===== src/rtl/mecanum_velocity_mixer_top_defines.svh =====
// Assertion macros shared by the mixer RTL.
`ifndef MECANUM_VELOCITY_MIXER_TOP_DEFINES_SVH
`define MECANUM_VELOCITY_MIXER_TOP_DEFINES_SVH

// Same-cycle implication, checked out of reset.
`define MVM_ASSERT_IMP(lbl, ante, cons, msg) \
   lbl: assert property (@(posedge clock) disable iff (reset) (ante) |-> (cons)) \
      else $error(msg);

// Next-cycle implication, checked out of reset.
`define MVM_ASSERT_NXT(lbl, ante, cons, msg) \
   lbl: assert property (@(posedge clock) disable iff (reset) (ante) |=> (cons)) \
      else $error(msg);

`endif


===== src/rtl/mvm_pkg.sv =====
// Types, constants, microcode and tables for the mecanum velocity mixer.
`timescale 1ns / 1ps

package mvm_pkg;

   // Port widths
   localparam int REQ_DATA_W = 48;   // move_vx, move_vy, move_omega
   localparam int REQ_USER_W = 4;    // cmd
   localparam int RSP_DATA_W = 64;   // four wheel speeds
   localparam int CSR_IDX_W  = 3;
   localparam int CSR_DATA_W = 16;

   // Datapath widths
   localparam int V_W     = 16;     // Q3.12 velocities
   localparam int WHEEL_W = 16;     // Q7.8 wheel speeds
   localparam int LO_W    = 30;     // lever_arm * omega, Q24
   localparam int SUM_W   = 31;     // per-wheel Q24 sum
   localparam int PROD_W  = 40;     // sum * inverse_radius
   localparam int CNT_W   = 3;      // wheel loop pass counter

   // Command codes
   localparam logic [3:0] CMD_CLEAR      = 4'd0;
   localparam logic [3:0] CMD_FWD        = 4'd1;
   localparam logic [3:0] CMD_BACK       = 4'd2;
   localparam logic [3:0] CMD_TURN_L     = 4'd3;
   localparam logic [3:0] CMD_TURN_R     = 4'd4;
   localparam logic [3:0] CMD_STRAFE_L   = 4'd5;
   localparam logic [3:0] CMD_STRAFE_R   = 4'd6;
   localparam logic [3:0] CMD_STEP_VX_UP = 4'd7;
   localparam logic [3:0] CMD_STEP_VX_DN = 4'd8;
   localparam logic [3:0] CMD_STEP_OM_UP = 4'd9;
   localparam logic [3:0] CMD_STEP_OM_DN = 4'd10;
   localparam logic [3:0] CMD_STEP_VY_UP = 4'd11;
   localparam logic [3:0] CMD_STEP_VY_DN = 4'd12;
   localparam logic [3:0] CMD_DIRECT     = 4'd13;

   // Register indexes
   localparam logic [2:0] REG_SPEED_STEP   = 3'd0;
   localparam logic [2:0] REG_SPEED_LIMIT  = 3'd1;
   localparam logic [2:0] REG_PRESET_SPEED = 3'd2;
   localparam logic [2:0] REG_INV_RADIUS   = 3'd3;
   localparam logic [2:0] REG_LEVER_ARM    = 3'd4;

   // Register reset values
   localparam logic [12:0] SPEED_STEP_RST   = 13'd205;
   localparam logic [14:0] SPEED_LIMIT_RST  = 15'd1229;
   localparam logic [14:0] PRESET_SPEED_RST = 15'd1024;
   localparam logic [7:0]  INV_RADIUS_RST   = 8'd20;
   localparam logic [12:0] LEVER_ARM_RST    = 13'd1581;

   // Microprogram addresses
   typedef logic [2:0] uaddr_type;
   localparam uaddr_type UA_CLEAR  = 3'd0;
   localparam uaddr_type UA_PRESET = 3'd1;
   localparam uaddr_type UA_STEP   = 3'd2;
   localparam uaddr_type UA_LEVER  = 3'd3;
   localparam uaddr_type UA_LOOP   = 3'd4;
   localparam uaddr_type UA_EMIT   = 3'd5;

   // Last pass of the wheel loop
   localparam logic [CNT_W-1:0] LOOP_LAST = 3'd4;

   typedef enum logic [1:0] {
      SRC_ZERO   = 2'd0,
      SRC_PRESET = 2'd1,
      SRC_MIX    = 2'd2
   } emit_src_type;

   typedef enum logic {
      JC_NONE      = 1'b0,
      JC_LOOP_MORE = 1'b1
   } jump_cond_type;

   // One control word
   typedef struct packed {
      logic          last;
      logic          emit;
      emit_src_type  emit_src;
      logic          clr_state;
      logic          step_en;    // step one stored velocity, reload operands
      logic          lever_en;   // lever_arm * omega
      logic          loop_en;    // sum / gain multiply / round pass
      jump_cond_type jump_cond;
      uaddr_type     jump_target;
   } ucode_type;

   // Sequencer inputs
   typedef struct packed {
      logic      start;
      uaddr_type start_addr;
      logic      advance;
      logic      loop_more;
   } seq_ctl_type;

   // Sequencer outputs
   typedef struct packed {
      logic      busy;
      ucode_type uc;
   } seq_stat_type;

   function automatic ucode_type ucode_rom(input uaddr_type a);
      ucode_type u;
      u = '0;
      u.emit_src    = SRC_ZERO;
      u.jump_cond   = JC_NONE;
      u.jump_target = UA_CLEAR;
      case (a)
         UA_CLEAR: begin
            u.clr_state = 1'b1;
            u.emit      = 1'b1;
            u.emit_src  = SRC_ZERO;
            u.last      = 1'b1;
         end
         UA_PRESET: begin
            u.emit     = 1'b1;
            u.emit_src = SRC_PRESET;
            u.last     = 1'b1;
         end
         UA_STEP: begin
            u.step_en = 1'b1;
         end
         UA_LEVER: begin
            u.lever_en = 1'b1;
         end
         UA_LOOP: begin
            u.loop_en     = 1'b1;
            u.jump_cond   = JC_LOOP_MORE;
            u.jump_target = UA_LOOP;
         end
         UA_EMIT: begin
            u.emit     = 1'b1;
            u.emit_src = SRC_MIX;
            u.last     = 1'b1;
         end
         default: begin
            u.last = 1'b1;
         end
      endcase
      return u;
   endfunction

   // Sign pattern per wheel: {vy negated, lever term negated}
   function automatic logic [1:0] wheel_signs(input logic [1:0] w);
      logic [1:0] s;
      case (w)
         2'd0:    s = 2'b00;   // front left:  x + y + lo
         2'd1:    s = 2'b11;   // front right: x - y - lo
         2'd2:    s = 2'b10;   // rear left:   x - y + lo
         2'd3:    s = 2'b01;   // rear right:  x + y - lo
         default: s = 2'b00;
      endcase
      return s;
   endfunction

   // Preset wheel pattern, bit k set = wheel k runs backwards
   function automatic logic [3:0] preset_neg(input logic [3:0] cmd);
      logic [3:0] m;
      case (cmd)
         CMD_BACK:     m = 4'b1111;
         CMD_TURN_L:   m = 4'b0101;
         CMD_TURN_R:   m = 4'b1010;
         CMD_STRAFE_L: m = 4'b0110;
         CMD_STRAFE_R: m = 4'b1001;
         default:      m = 4'b0000;
      endcase
      return m;
   endfunction

endpackage


===== src/rtl/mvm_seq.sv =====
// Microprogram sequencer: step counter, control store and jump logic.
`timescale 1ns / 1ps

module mvm_seq (
   input  logic                  clock,
   input  logic                  reset,
   input  mvm_pkg::seq_ctl_type  ctl,
   output mvm_pkg::seq_stat_type stat
);
   import mvm_pkg::*;

   uaddr_type pc_ff, pc_in;
   logic      busy_ff, busy_in;
   ucode_type uc;
   logic      jump_taken;

   assign uc         = ucode_rom(pc_ff);
   assign jump_taken = (uc.jump_cond == JC_LOOP_MORE) && ctl.loop_more;

   always_comb begin
      pc_in   = pc_ff;
      busy_in = busy_ff;
      if (ctl.start) begin
         pc_in   = ctl.start_addr;
         busy_in = 1'b1;
      end else if (busy_ff && ctl.advance) begin
         if (uc.last) begin
            busy_in = 1'b0;
         end else if (jump_taken) begin
            pc_in = uc.jump_target;
         end else begin
            pc_in = uaddr_type'(pc_ff + 3'd1);
         end
      end
   end

   always_ff @(posedge clock) begin
      if (reset) begin
         pc_ff   <= UA_CLEAR;
         busy_ff <= 1'b0;
      end else begin
         pc_ff   <= pc_in;
         busy_ff <= busy_in;
      end
   end

   assign stat.busy = busy_ff;
   assign stat.uc   = busy_ff ? uc : ucode_type'('0);

endmodule


===== src/rtl/mecanum_velocity_mixer_top.sv =====
// Top level of the mecanum velocity mixer: ports, registers and mixing datapath.
`timescale 1ns / 1ps
//
//  Channel  Dir  Payload                                            Handshake
//  req      in   tuser: cmd; tdata: move_vx, move_vy, move_omega    req_tvalid/req_tready
//  rsp      out  tdata: wheel FL, FR, RL, RR (Q7.8, saturated)       rsp_tvalid/rsp_tready
//  csr      in   csr_index (register), csr_data (value)             csr_valid/csr_ready
//
//  From acceptance to result: clear and presets run the emit step alone, a direct
//  move runs the lever-arm multiply, five passes of the wheel loop through the one
//  gain multiplier, then the emit step, and step commands run a step before these.
//  The next command is taken in the cycle after the emit step.
//  Reset is synchronous: registers return to defaults, stored velocities to zero.
//  A finished result sits in the output register; the program only waits at its
//  emit step while that register holds a transaction not yet taken.
//  Commands 14 and 15 are accepted and dropped without a result.

`include "mecanum_velocity_mixer_top_defines.svh"

module mecanum_velocity_mixer_top (
   input  logic                            clock,
   input  logic                            reset,
   // command stream
   input  logic                            req_tvalid,
   output logic                            req_tready,
   input  logic [mvm_pkg::REQ_DATA_W-1:0]  req_tdata,   // move_vx, move_vy, move_omega
   input  logic [mvm_pkg::REQ_USER_W-1:0]  req_tuser,   // cmd
   // wheel speed stream
   output logic                            rsp_tvalid,
   input  logic                            rsp_tready,
   output logic [mvm_pkg::RSP_DATA_W-1:0]  rsp_tdata,   // front left, front right,
                                                        // rear left, rear right
   // register writes
   input  logic                            csr_valid,
   output logic                            csr_ready,
   input  logic [mvm_pkg::CSR_IDX_W-1:0]   csr_index,
   input  logic [mvm_pkg::CSR_DATA_W-1:0]  csr_data
);
   import mvm_pkg::*;

   // Round Q24 product to Q8 (half up, floor) and saturate to 16 bits
   function automatic logic signed [WHEEL_W-1:0] round_sat(
      input logic signed [PROD_W-1:0] p);
      logic signed [PROD_W-1:0] b;
      logic signed [PROD_W-17:0] r;
      b = p + PROD_W'(32768);
      r = b[PROD_W-1:16];
      if (r > (PROD_W-16)'(32767)) begin
         return 16'sh7fff;
      end else if (r < -(PROD_W-16)'(32768)) begin
         return 16'sh8000;
      end else begin
         return r[WHEEL_W-1:0];
      end
   endfunction

   // Handshakes
   logic req_fire, rsp_fire, csr_fire, emit_fire, adv;

   // Configuration registers
   logic [12:0] step_ff, step_in;
   logic [14:0] limit_ff, limit_in;
   logic [14:0] preset_ff, preset_in;
   logic [7:0]  ir_ff, ir_in;
   logic [12:0] lever_ff, lever_in;

   // Command and state
   logic [3:0] cmd_ff, cmd_in;
   logic signed [V_W-1:0] stored_vx_ff, stored_vx_in;
   logic signed [V_W-1:0] stored_vy_ff, stored_vy_in;
   logic signed [V_W-1:0] stored_om_ff, stored_om_in;
   logic signed [V_W-1:0] opnd_vx_ff, opnd_vx_in;
   logic signed [V_W-1:0] opnd_vy_ff, opnd_vy_in;
   logic signed [V_W-1:0] opnd_om_ff, opnd_om_in;

   // Mixing datapath
   logic signed [LO_W-1:0]   lo_ff, lo_in;
   logic signed [SUM_W-1:0]  acc_ff, acc_in;
   logic signed [PROD_W-1:0] prod_ff, prod_in;
   logic [CNT_W-1:0]         cnt_ff, cnt_in;
   logic [2:0][WHEEL_W-1:0]  wheel_ff, wheel_in;
   logic signed [WHEEL_W-1:0] rnd;

   // Result register
   logic                  rsp_tvalid_ff, rsp_tvalid_in;
   logic [RSP_DATA_W-1:0] rsp_data_ff, rsp_data_in;

   // Sequencer
   seq_ctl_type  seq_ctl;
   seq_stat_type seq_stat;
   ucode_type    uc;

   // Step unit
   logic signed [V_W-1:0] step_cur, stepped;
   logic signed [17:0]    step_wide, step_ext, lim_ext, step_sum, step_diff;

   // Emit
   logic [3:0]               pmask;
   logic [WHEEL_W-1:0]       p16, n16;
   logic [3:0][WHEEL_W-1:0]  emit_w;

   // Wheel loop
   logic [1:0]            sgn;
   logic [1:0]            wr_idx;
   logic signed [SUM_W-1:0] x_ext, y_ext, lo_ext;

   logic cmd_valid;

   assign uc         = seq_stat.uc;
   assign req_tready = !seq_stat.busy;
   assign req_fire   = req_tvalid && req_tready;
   assign rsp_fire   = rsp_tvalid_ff && rsp_tready;
   assign csr_ready  = 1'b1;
   assign csr_fire   = csr_valid && csr_ready;
   // stall only at the emit step, while the result register is still full
   assign adv        = seq_stat.busy && !(uc.emit && rsp_tvalid_ff && !rsp_tready);
   assign emit_fire  = adv && uc.emit;
   assign cmd_valid  = req_tuser <= CMD_DIRECT;

   // Dispatch: first microprogram step from the command code
   always_comb begin
      seq_ctl.start      = req_fire && cmd_valid;
      seq_ctl.start_addr = UA_PRESET;
      seq_ctl.advance    = adv;
      seq_ctl.loop_more  = cnt_ff != LOOP_LAST;
      if (req_tuser == CMD_CLEAR) begin
         seq_ctl.start_addr = UA_CLEAR;
      end else if (req_tuser inside {[CMD_STEP_VX_UP:CMD_STEP_VY_DN]}) begin
         seq_ctl.start_addr = UA_STEP;
      end else if (req_tuser == CMD_DIRECT) begin
         seq_ctl.start_addr = UA_LEVER;
      end
   end

   mvm_seq u_seq (
      .clock (clock),
      .reset (reset),
      .ctl   (seq_ctl),
      .stat  (seq_stat)
   );

   // Register writes
   always_comb begin
      step_in   = step_ff;
      limit_in  = limit_ff;
      preset_in = preset_ff;
      ir_in     = ir_ff;
      lever_in  = lever_ff;
      if (csr_fire) begin
         case (csr_index)
            REG_SPEED_STEP:   step_in   = csr_data[12:0];
            REG_SPEED_LIMIT:  limit_in  = csr_data[14:0];
            REG_PRESET_SPEED: preset_in = csr_data[14:0];
            REG_INV_RADIUS:   ir_in     = csr_data[7:0];
            REG_LEVER_ARM:    lever_in  = csr_data[12:0];
            default: ;
         endcase
      end
   end

   // Step unit: one stored velocity, clamped on the side of the step only
   always_comb begin
      case (cmd_ff)
         CMD_STEP_VX_UP, CMD_STEP_VX_DN: step_cur = stored_vx_ff;
         CMD_STEP_OM_UP, CMD_STEP_OM_DN: step_cur = stored_om_ff;
         default:                        step_cur = stored_vy_ff;
      endcase
      step_wide = 18'(step_cur);
      step_ext  = $signed({5'b0, step_ff});
      lim_ext   = $signed({3'b0, limit_ff});
      step_sum  = step_wide + step_ext;
      step_diff = step_wide - step_ext;
      // odd step codes go up
      if (cmd_ff[0]) begin
         stepped = (step_sum > lim_ext) ? lim_ext[V_W-1:0] : step_sum[V_W-1:0];
      end else begin
         stepped = (step_diff < -lim_ext) ? V_W'(-lim_ext) : step_diff[V_W-1:0];
      end
   end

   // Stored state and operands
   always_comb begin
      cmd_in       = req_fire ? req_tuser : cmd_ff;
      stored_vx_in = stored_vx_ff;
      stored_vy_in = stored_vy_ff;
      stored_om_in = stored_om_ff;
      if (adv && uc.clr_state) begin
         stored_vx_in = '0;
         stored_vy_in = '0;
         stored_om_in = '0;
      end else if (adv && uc.step_en) begin
         case (cmd_ff)
            CMD_STEP_VX_UP, CMD_STEP_VX_DN: stored_vx_in = stepped;
            CMD_STEP_OM_UP, CMD_STEP_OM_DN: stored_om_in = stepped;
            default:                        stored_vy_in = stepped;
         endcase
      end
      opnd_vx_in = opnd_vx_ff;
      opnd_vy_in = opnd_vy_ff;
      opnd_om_in = opnd_om_ff;
      if (seq_ctl.start && (req_tuser == CMD_DIRECT)) begin
         opnd_vx_in = req_tdata[15:0];
         opnd_vy_in = req_tdata[31:16];
         opnd_om_in = req_tdata[47:32];
      end else if (adv && uc.step_en) begin
         opnd_vx_in = stored_vx_in;
         opnd_vy_in = stored_vy_in;
         opnd_om_in = stored_om_in;
      end
   end

   // Wheel loop: pass n sums wheel n, multiplies wheel n-1, rounds wheel n-2
   assign rnd    = round_sat(prod_ff);
   assign sgn    = wheel_signs(cnt_ff[1:0]);
   assign x_ext  = {{3{opnd_vx_ff[V_W-1]}}, opnd_vx_ff, 12'b0};
   assign y_ext  = {{3{opnd_vy_ff[V_W-1]}}, opnd_vy_ff, 12'b0};
   assign lo_ext = SUM_W'(lo_ff);
   assign wr_idx = 2'(cnt_ff - 3'd2);

   always_comb begin
      lo_in    = lo_ff;
      acc_in   = acc_ff;
      prod_in  = prod_ff;
      cnt_in   = cnt_ff;
      wheel_in = wheel_ff;
      if (seq_ctl.start) begin
         cnt_in = '0;
      end
      if (adv && uc.lever_en) begin
         lo_in = $signed({1'b0, lever_ff}) * opnd_om_ff;
      end
      if (adv && uc.loop_en) begin
         acc_in  = x_ext + (sgn[1] ? -y_ext : y_ext) + (sgn[0] ? -lo_ext : lo_ext);
         prod_in = acc_ff * $signed({1'b0, ir_ff});
         cnt_in  = CNT_W'(cnt_ff + 3'd1);
         if (cnt_ff >= 3'd2) begin
            wheel_in[wr_idx] = rnd;
         end
      end
   end

   // Result assembly
   assign pmask = preset_neg(cmd_ff);
   assign p16   = {1'b0, preset_ff};
   assign n16   = WHEEL_W'(-p16);

   always_comb begin
      case (uc.emit_src)
         SRC_PRESET: begin
            for (int k = 0; k < 4; k++) begin
               emit_w[k] = pmask[k] ? n16 : p16;
            end
         end
         SRC_MIX:  emit_w = {rnd, wheel_ff[2], wheel_ff[1], wheel_ff[0]};
         default:  emit_w = '0;
      endcase
      rsp_data_in   = emit_fire ? emit_w : rsp_data_ff;
      if (emit_fire) begin
         rsp_tvalid_in = 1'b1;
      end else if (rsp_fire) begin
         rsp_tvalid_in = 1'b0;
      end else begin
         rsp_tvalid_in = rsp_tvalid_ff;
      end
   end

   always_ff @(posedge clock) begin
      if (reset) begin
         step_ff       <= SPEED_STEP_RST;
         limit_ff      <= SPEED_LIMIT_RST;
         preset_ff     <= PRESET_SPEED_RST;
         ir_ff         <= INV_RADIUS_RST;
         lever_ff      <= LEVER_ARM_RST;
         stored_vx_ff  <= '0;
         stored_vy_ff  <= '0;
         stored_om_ff  <= '0;
         cnt_ff        <= '0;
         rsp_tvalid_ff <= 1'b0;
      end else begin
         step_ff       <= step_in;
         limit_ff      <= limit_in;
         preset_ff     <= preset_in;
         ir_ff         <= ir_in;
         lever_ff      <= lever_in;
         stored_vx_ff  <= stored_vx_in;
         stored_vy_ff  <= stored_vy_in;
         stored_om_ff  <= stored_om_in;
         cnt_ff        <= cnt_in;
         rsp_tvalid_ff <= rsp_tvalid_in;
      end
   end

   // Payload
   always_ff @(posedge clock) begin
      cmd_ff      <= cmd_in;
      opnd_vx_ff  <= opnd_vx_in;
      opnd_vy_ff  <= opnd_vy_in;
      opnd_om_ff  <= opnd_om_in;
      lo_ff       <= lo_in;
      acc_ff      <= acc_in;
      prod_ff     <= prod_in;
      wheel_ff    <= wheel_in;
      rsp_data_ff <= rsp_data_in;
   end

   assign rsp_tvalid = rsp_tvalid_ff;
   assign rsp_tdata  = rsp_data_ff;

   // Checks
   `MVM_ASSERT_NXT(a_start_busy, req_fire && (req_tuser <= CMD_DIRECT), seq_stat.busy, "command accepted but program not started")
   `MVM_ASSERT_IMP(a_stored_range, 1'b1, (stored_vx_ff != 16'sh8000) && (stored_vy_ff != 16'sh8000) && (stored_om_ff != 16'sh8000), "stored velocity beyond clamp range")
   `MVM_ASSERT_IMP(a_loop_count, uc.loop_en, cnt_ff <= LOOP_LAST, "wheel loop overran")
   `MVM_ASSERT_NXT(a_emit_valid, emit_fire, rsp_tvalid_ff, "emitted result not presented")

endmodule


===== config.mk =====
export PLATFORM = sky130hd
export DESIGN_NAME = mecanum_velocity_mixer_top
export DESIGN_NICKNAME = d
export VERILOG_FILES = /design/src/rtl/mvm_pkg.sv /design/src/rtl/mvm_seq.sv /design/src/rtl/mecanum_velocity_mixer_top.sv
export VERILOG_INCLUDE_DIRS = /design/src /design/src/rtl
export SDC_FILE = /design/constraint.sdc
export NUM_CORES = 2
export LEC_CHECK = 0
export BUFFER_PORTS_ARGS = -buffer_cell sky130_fd_sc_hd__buf_2
export CORE_UTILIZATION = 40
export CTS_BUF_LIST = sky130_fd_sc_hd__clkbuf_4 sky130_fd_sc_hd__clkbuf_8
export CTS_CLUSTER_DIAMETER = 200
export DETAILED_ROUTE_END_ITERATION = 6
export PLACE_DENSITY_LB_ADDON = 0.3
export SLEW_MARGIN = 20
export SYNTH_ARGS = -nofsm -noshare
export SYNTH_HDL_FRONTEND = slang
export SYNTH_SLANG_ARGS = --single-unit

===== constraint.sdc =====
create_clock -name clock -period 14.13 [get_ports clock]
set_clock_uncertainty 0.05 [all_clocks]
set_input_delay 0.7065 -clock clock [delete_from_list [all_inputs] [get_ports clock]]
set_output_delay 0.7065 -clock clock [all_outputs]
set_load 0.005 [all_outputs]

==> flow_summary.json <==
{
  "rows": 109,
  "rsz0062_at_grt": "no",
  "tns_ns": 0,
  "worst_pin_slew_ns": 1.16,
  "nFillCells": 8569,
  "postCtsHoldBufs": 0,
  "ys_seq_area_share_pct": 27.5,
  "power.leakage_nw": 17.3,
  "die_y_um": 302,
  "core_um2": 88800,
  "end_kind": "register",
  "drt_iter0_markers": 1940,
  "num_vias": 27065,
  "ys_ff_latch": 370,
  "swShare_pct": 39.0,
  "seq_power_share_pct": 27.7,
  "async_flop_share_pct": 0,
  "die_w_um": 302,
  "pin_count": 143,
  "required_ns": 14.44,
  "drive_above_1_share_pct": 8.70,
  "start_util_pct": 40.6,
  "slew_headroom_pct": 22.6,
  "path_max_fanout": 26,
  "final_core_util_pct": 44.3,
  "p_int_w": 0.00296,
  "timing.hold.ws_ns": 0.238,
  "final_nets": 4612,
  "min_period_ns": 7.78,
  "hold_viol": 0,
  "postSynthNetCount": 4546,
  "synth_ff_type": "edfxtp_1",
  "port_buffers": 140,
  "vias_per_cell": 5.31,
  "syn2layout_area_growth_pct": 8.96,
  "grt_first_pass_wirelength_um": 156000,
  "combinationalPowerShare_pct": 49.2,
  "hpwl_um": 77700,
  "clk_transition_reported_paths_ns": 0.06,
  "grt_util_all_layers_pct": 22.2,
  "drc": 0,
  "post_cts_buffers": 0,
  "yosys_warnings": 0,
  "drt-total-wl_um": 99100,
  "synth_edf_count": 250,
  "clock_sinks": 370,
  "root_buffer": "clkbuf_8",
  "syn-cell-area_um2": 36100,
  "critPathKind": "reg2reg",
  "outcome": "completed",
  "gp_congestion": 0.938,
  "clkLatencyLatePin_ns": 0.67,
  "crit_arrival_ns": 8.09,
  "ir_drop_mv": 0.173,
  "drv_slew": 0,
  "synth.distinct_cells": 84,
  "fin_crit_sh_pct": 55.1,
  "netlist_instances": 3813,
  "synth.avg_cell_area_um2": 9.46,
  "drt_pre_antenna_iters": 6,
  "clock.fmax_mhz": 129,
  "grt_max_degree": 74,
  "cp-start-kind": "register",
  "switchingPower_w": 0.00189,
  "routedWlPerCell_um": 19.4,
  "die_area_um2": 91400,
  "cts_tree": "yes",
  "htree_levels": 3,
  "hold_class": "in2reg",
  "grt_antenna_before_repair": 7,
  "cts_buffer_depth": 3,
  "max-cap-violations": 0,
  "ant_nets": 0,
  "grt-ovfl-total": 0,
  "cts_buffers": 70,
  "p_per_area_nw_per_um2": 123,
  "post_cts_resize_count": 0,
  "p_clk_share_pct": 23.1,
  "setup_viol_count_final": 0,
  "first_global_vias": 27434
}
==> path summary, 6_finish.rpt <==
kind | from | endpoint | slack (ns) | cells after the start
setup reg to reg | cmd_ff[1]$_DFFE_PP_ | opnd_om_ff[15]$_DFFE_PP_ | 6.35 | 24
hold reg to reg | ir_ff[3]$_SDFFE_PP0P_ | ir_ff[3]$_SDFFE_PP0P_ | 0.41 | 2
hold / removal | req_tuser[2] | cmd_ff[2]$_DFFE_PP_ | 0.24 | 1
setup / recovery | cmd_ff[1]$_DFFE_PP_ | opnd_om_ff[15]$_DFFE_PP_ | 6.35 | 24
==> synth_stat cells, types with 16 or more instances <==
cell type	number	area, um2
nor3_1	54	270
and2_1	296	1850
ha_1	243	3040
xor2_1	69	604
a211o_1	16	140
a21oi_1	130	651
inv_1	519	1950
a31oi_1	19	119
nor2b_1	26	163
edfxtp_1	250	7510
nand2b_1	24	150
o21a_1	18	135
o31ai_1	39	293
a21o_1	18	135
xnor2_1	154	1350
fa_1	414	8290
or3_1	17	106
a211oi_1	27	203
o21ai_0	100	500
nor2_1	254	953
clkbuf_1	148	556
nand2_1	473	1780
nand3_1	39	195
a22o_1	22	193
dfxtp_1	120	2400
and3_1	24	150
a22oi_1	67	503
==> critical path, cell delays in order, from the launching register on <==
cell and delay (ns):
edfxtp_1 0.76, nand2b_1 0.38, o221a_2 0.55, a221o_1 0.48
inv_1 0.09, ha_1 0.18, fa_1 0.23, nor2b_1 0.06
o21ai_0 0.22, a21oi_1 0.18, o41ai_1 0.58, a211oi_1 0.26
or3_1 0.44, and2_1 0.17, ha_1 0.18, a21o_1 0.18
nand2_1 0.06, a31oi_1 0.09, or3_1 0.37, o21a_1 0.47
o2111a_1 0.28, nor3_1 0.75, nor2_1 0.08, a21oi_1 0.19
o21ai_1 0.19
==> through the flow <==
stage                     instance area [um2]  std cells  power [W]  worst slack (ns)
after detailed placement                37800       4971    0.00375              6.58
final                                   39300       5099    0.00484              6.35
after global placement                  37800       4971    0.00372              6.67
after global routing                    39300       5097    0.00524              5.98
after floorplan                         36100       3813    0.00318              7.73
after CTS                               39200       5096    0.00489              6.56
==> cells by family after synthesis <==
kind of cell               Yosys count  synth area share, %
and+or+nand+nor                   1283                 17.1
buffers and inverters              693                 7.32
adders and majority gates          657                 31.4
AOI/OAI and AO/OA                  567                 10.7
DFF                                370                 27.5
xor gates and xnor gates           223                 5.42
muxes                               19                0.555
other                                1               0.0104
==> cell usage in the layout, fill, tap and decap left out, drive strengths merged, types with 14 or more instances in the layout <==
master / n
nor2: 254
a22oi: 67
nor3: 57
a211o: 16
a21oi: 130
o21ai: 108
a22o: 22
clkinv: 16
dfxtp: 120
o221ai: 15
and2: 296
inv: 522
xor2: 69
mux2i: 14
nand2: 474
nand2b: 24
xnor2: 154
nor2b: 26
nand4: 14
or3: 18
nand3b: 15
clkbuf: 98
or2: 15
a31oi: 19
o21a: 18
fa: 414
buf: 167
edfxtp: 250
and3: 24
o31ai: 39
nand3: 39
a21o: 18
ha: 243
a211oi: 28
==> sequential cells by signal (all words and copies together), names as in the netlist <==
signal,cells
cnt_ff,3
opnd_om_ff,16
lo_ff,30
prod_ff,25
opnd_vx_ff,16
wheel_ff,48
limit_ff,15
rsp_tvalid,1
u_seq.busy_ff,1
acc_ff,31
u_seq.pc_ff,3
ir_ff,8
opnd_vy_ff,16
lever_ff,13
step_ff,13
stored_vy_ff,16
stored_om_ff,16
rsp_tdata,64
preset_ff,15
cmd_ff,4
stored_vx_ff,16
==> routing by layer <==
metal  vias up  wire, um  GRT usage, %
met3       160      5600          2.80
met2       749     46700          36.9
met5         -        12             0
li1      12631         -             -
met1     13523     43400          29.8
met4         2      3400          7.82
==> cell type report <==
cell class,instances,area [um2],share of cell area (%)
Tap cell,1165,1460,3.71
Antenna cell,2,5.00,0.0127
Inverter,520,1950,4.97
Clock inverter,27,248,0.631
Clock buffer,98,1220,3.10
Multi-Input combinational cell,2750,23600,60.0
Sequential cell,370,9910,25.2
Timing Repair Buffer,167,923,2.35
==> power by group through the flow <==
stage / combinational (W) / sequential, W / clock, W
6_report: 0.00238 / 0.00134 / 0.00112
2_1_floorplan: 0.00184 / 0.00134 / 0
3_3_place_gp: 0.00236 / 0.00136 / 0
3_5_place_dp: 0.00239 / 0.00136 / 0
5_1_grt: 0.00271 / 0.00134 / 0.00119
4_1_cts: 0.00240 / 0.00134 / 0.00115
(Power assumes the default switching activity.)
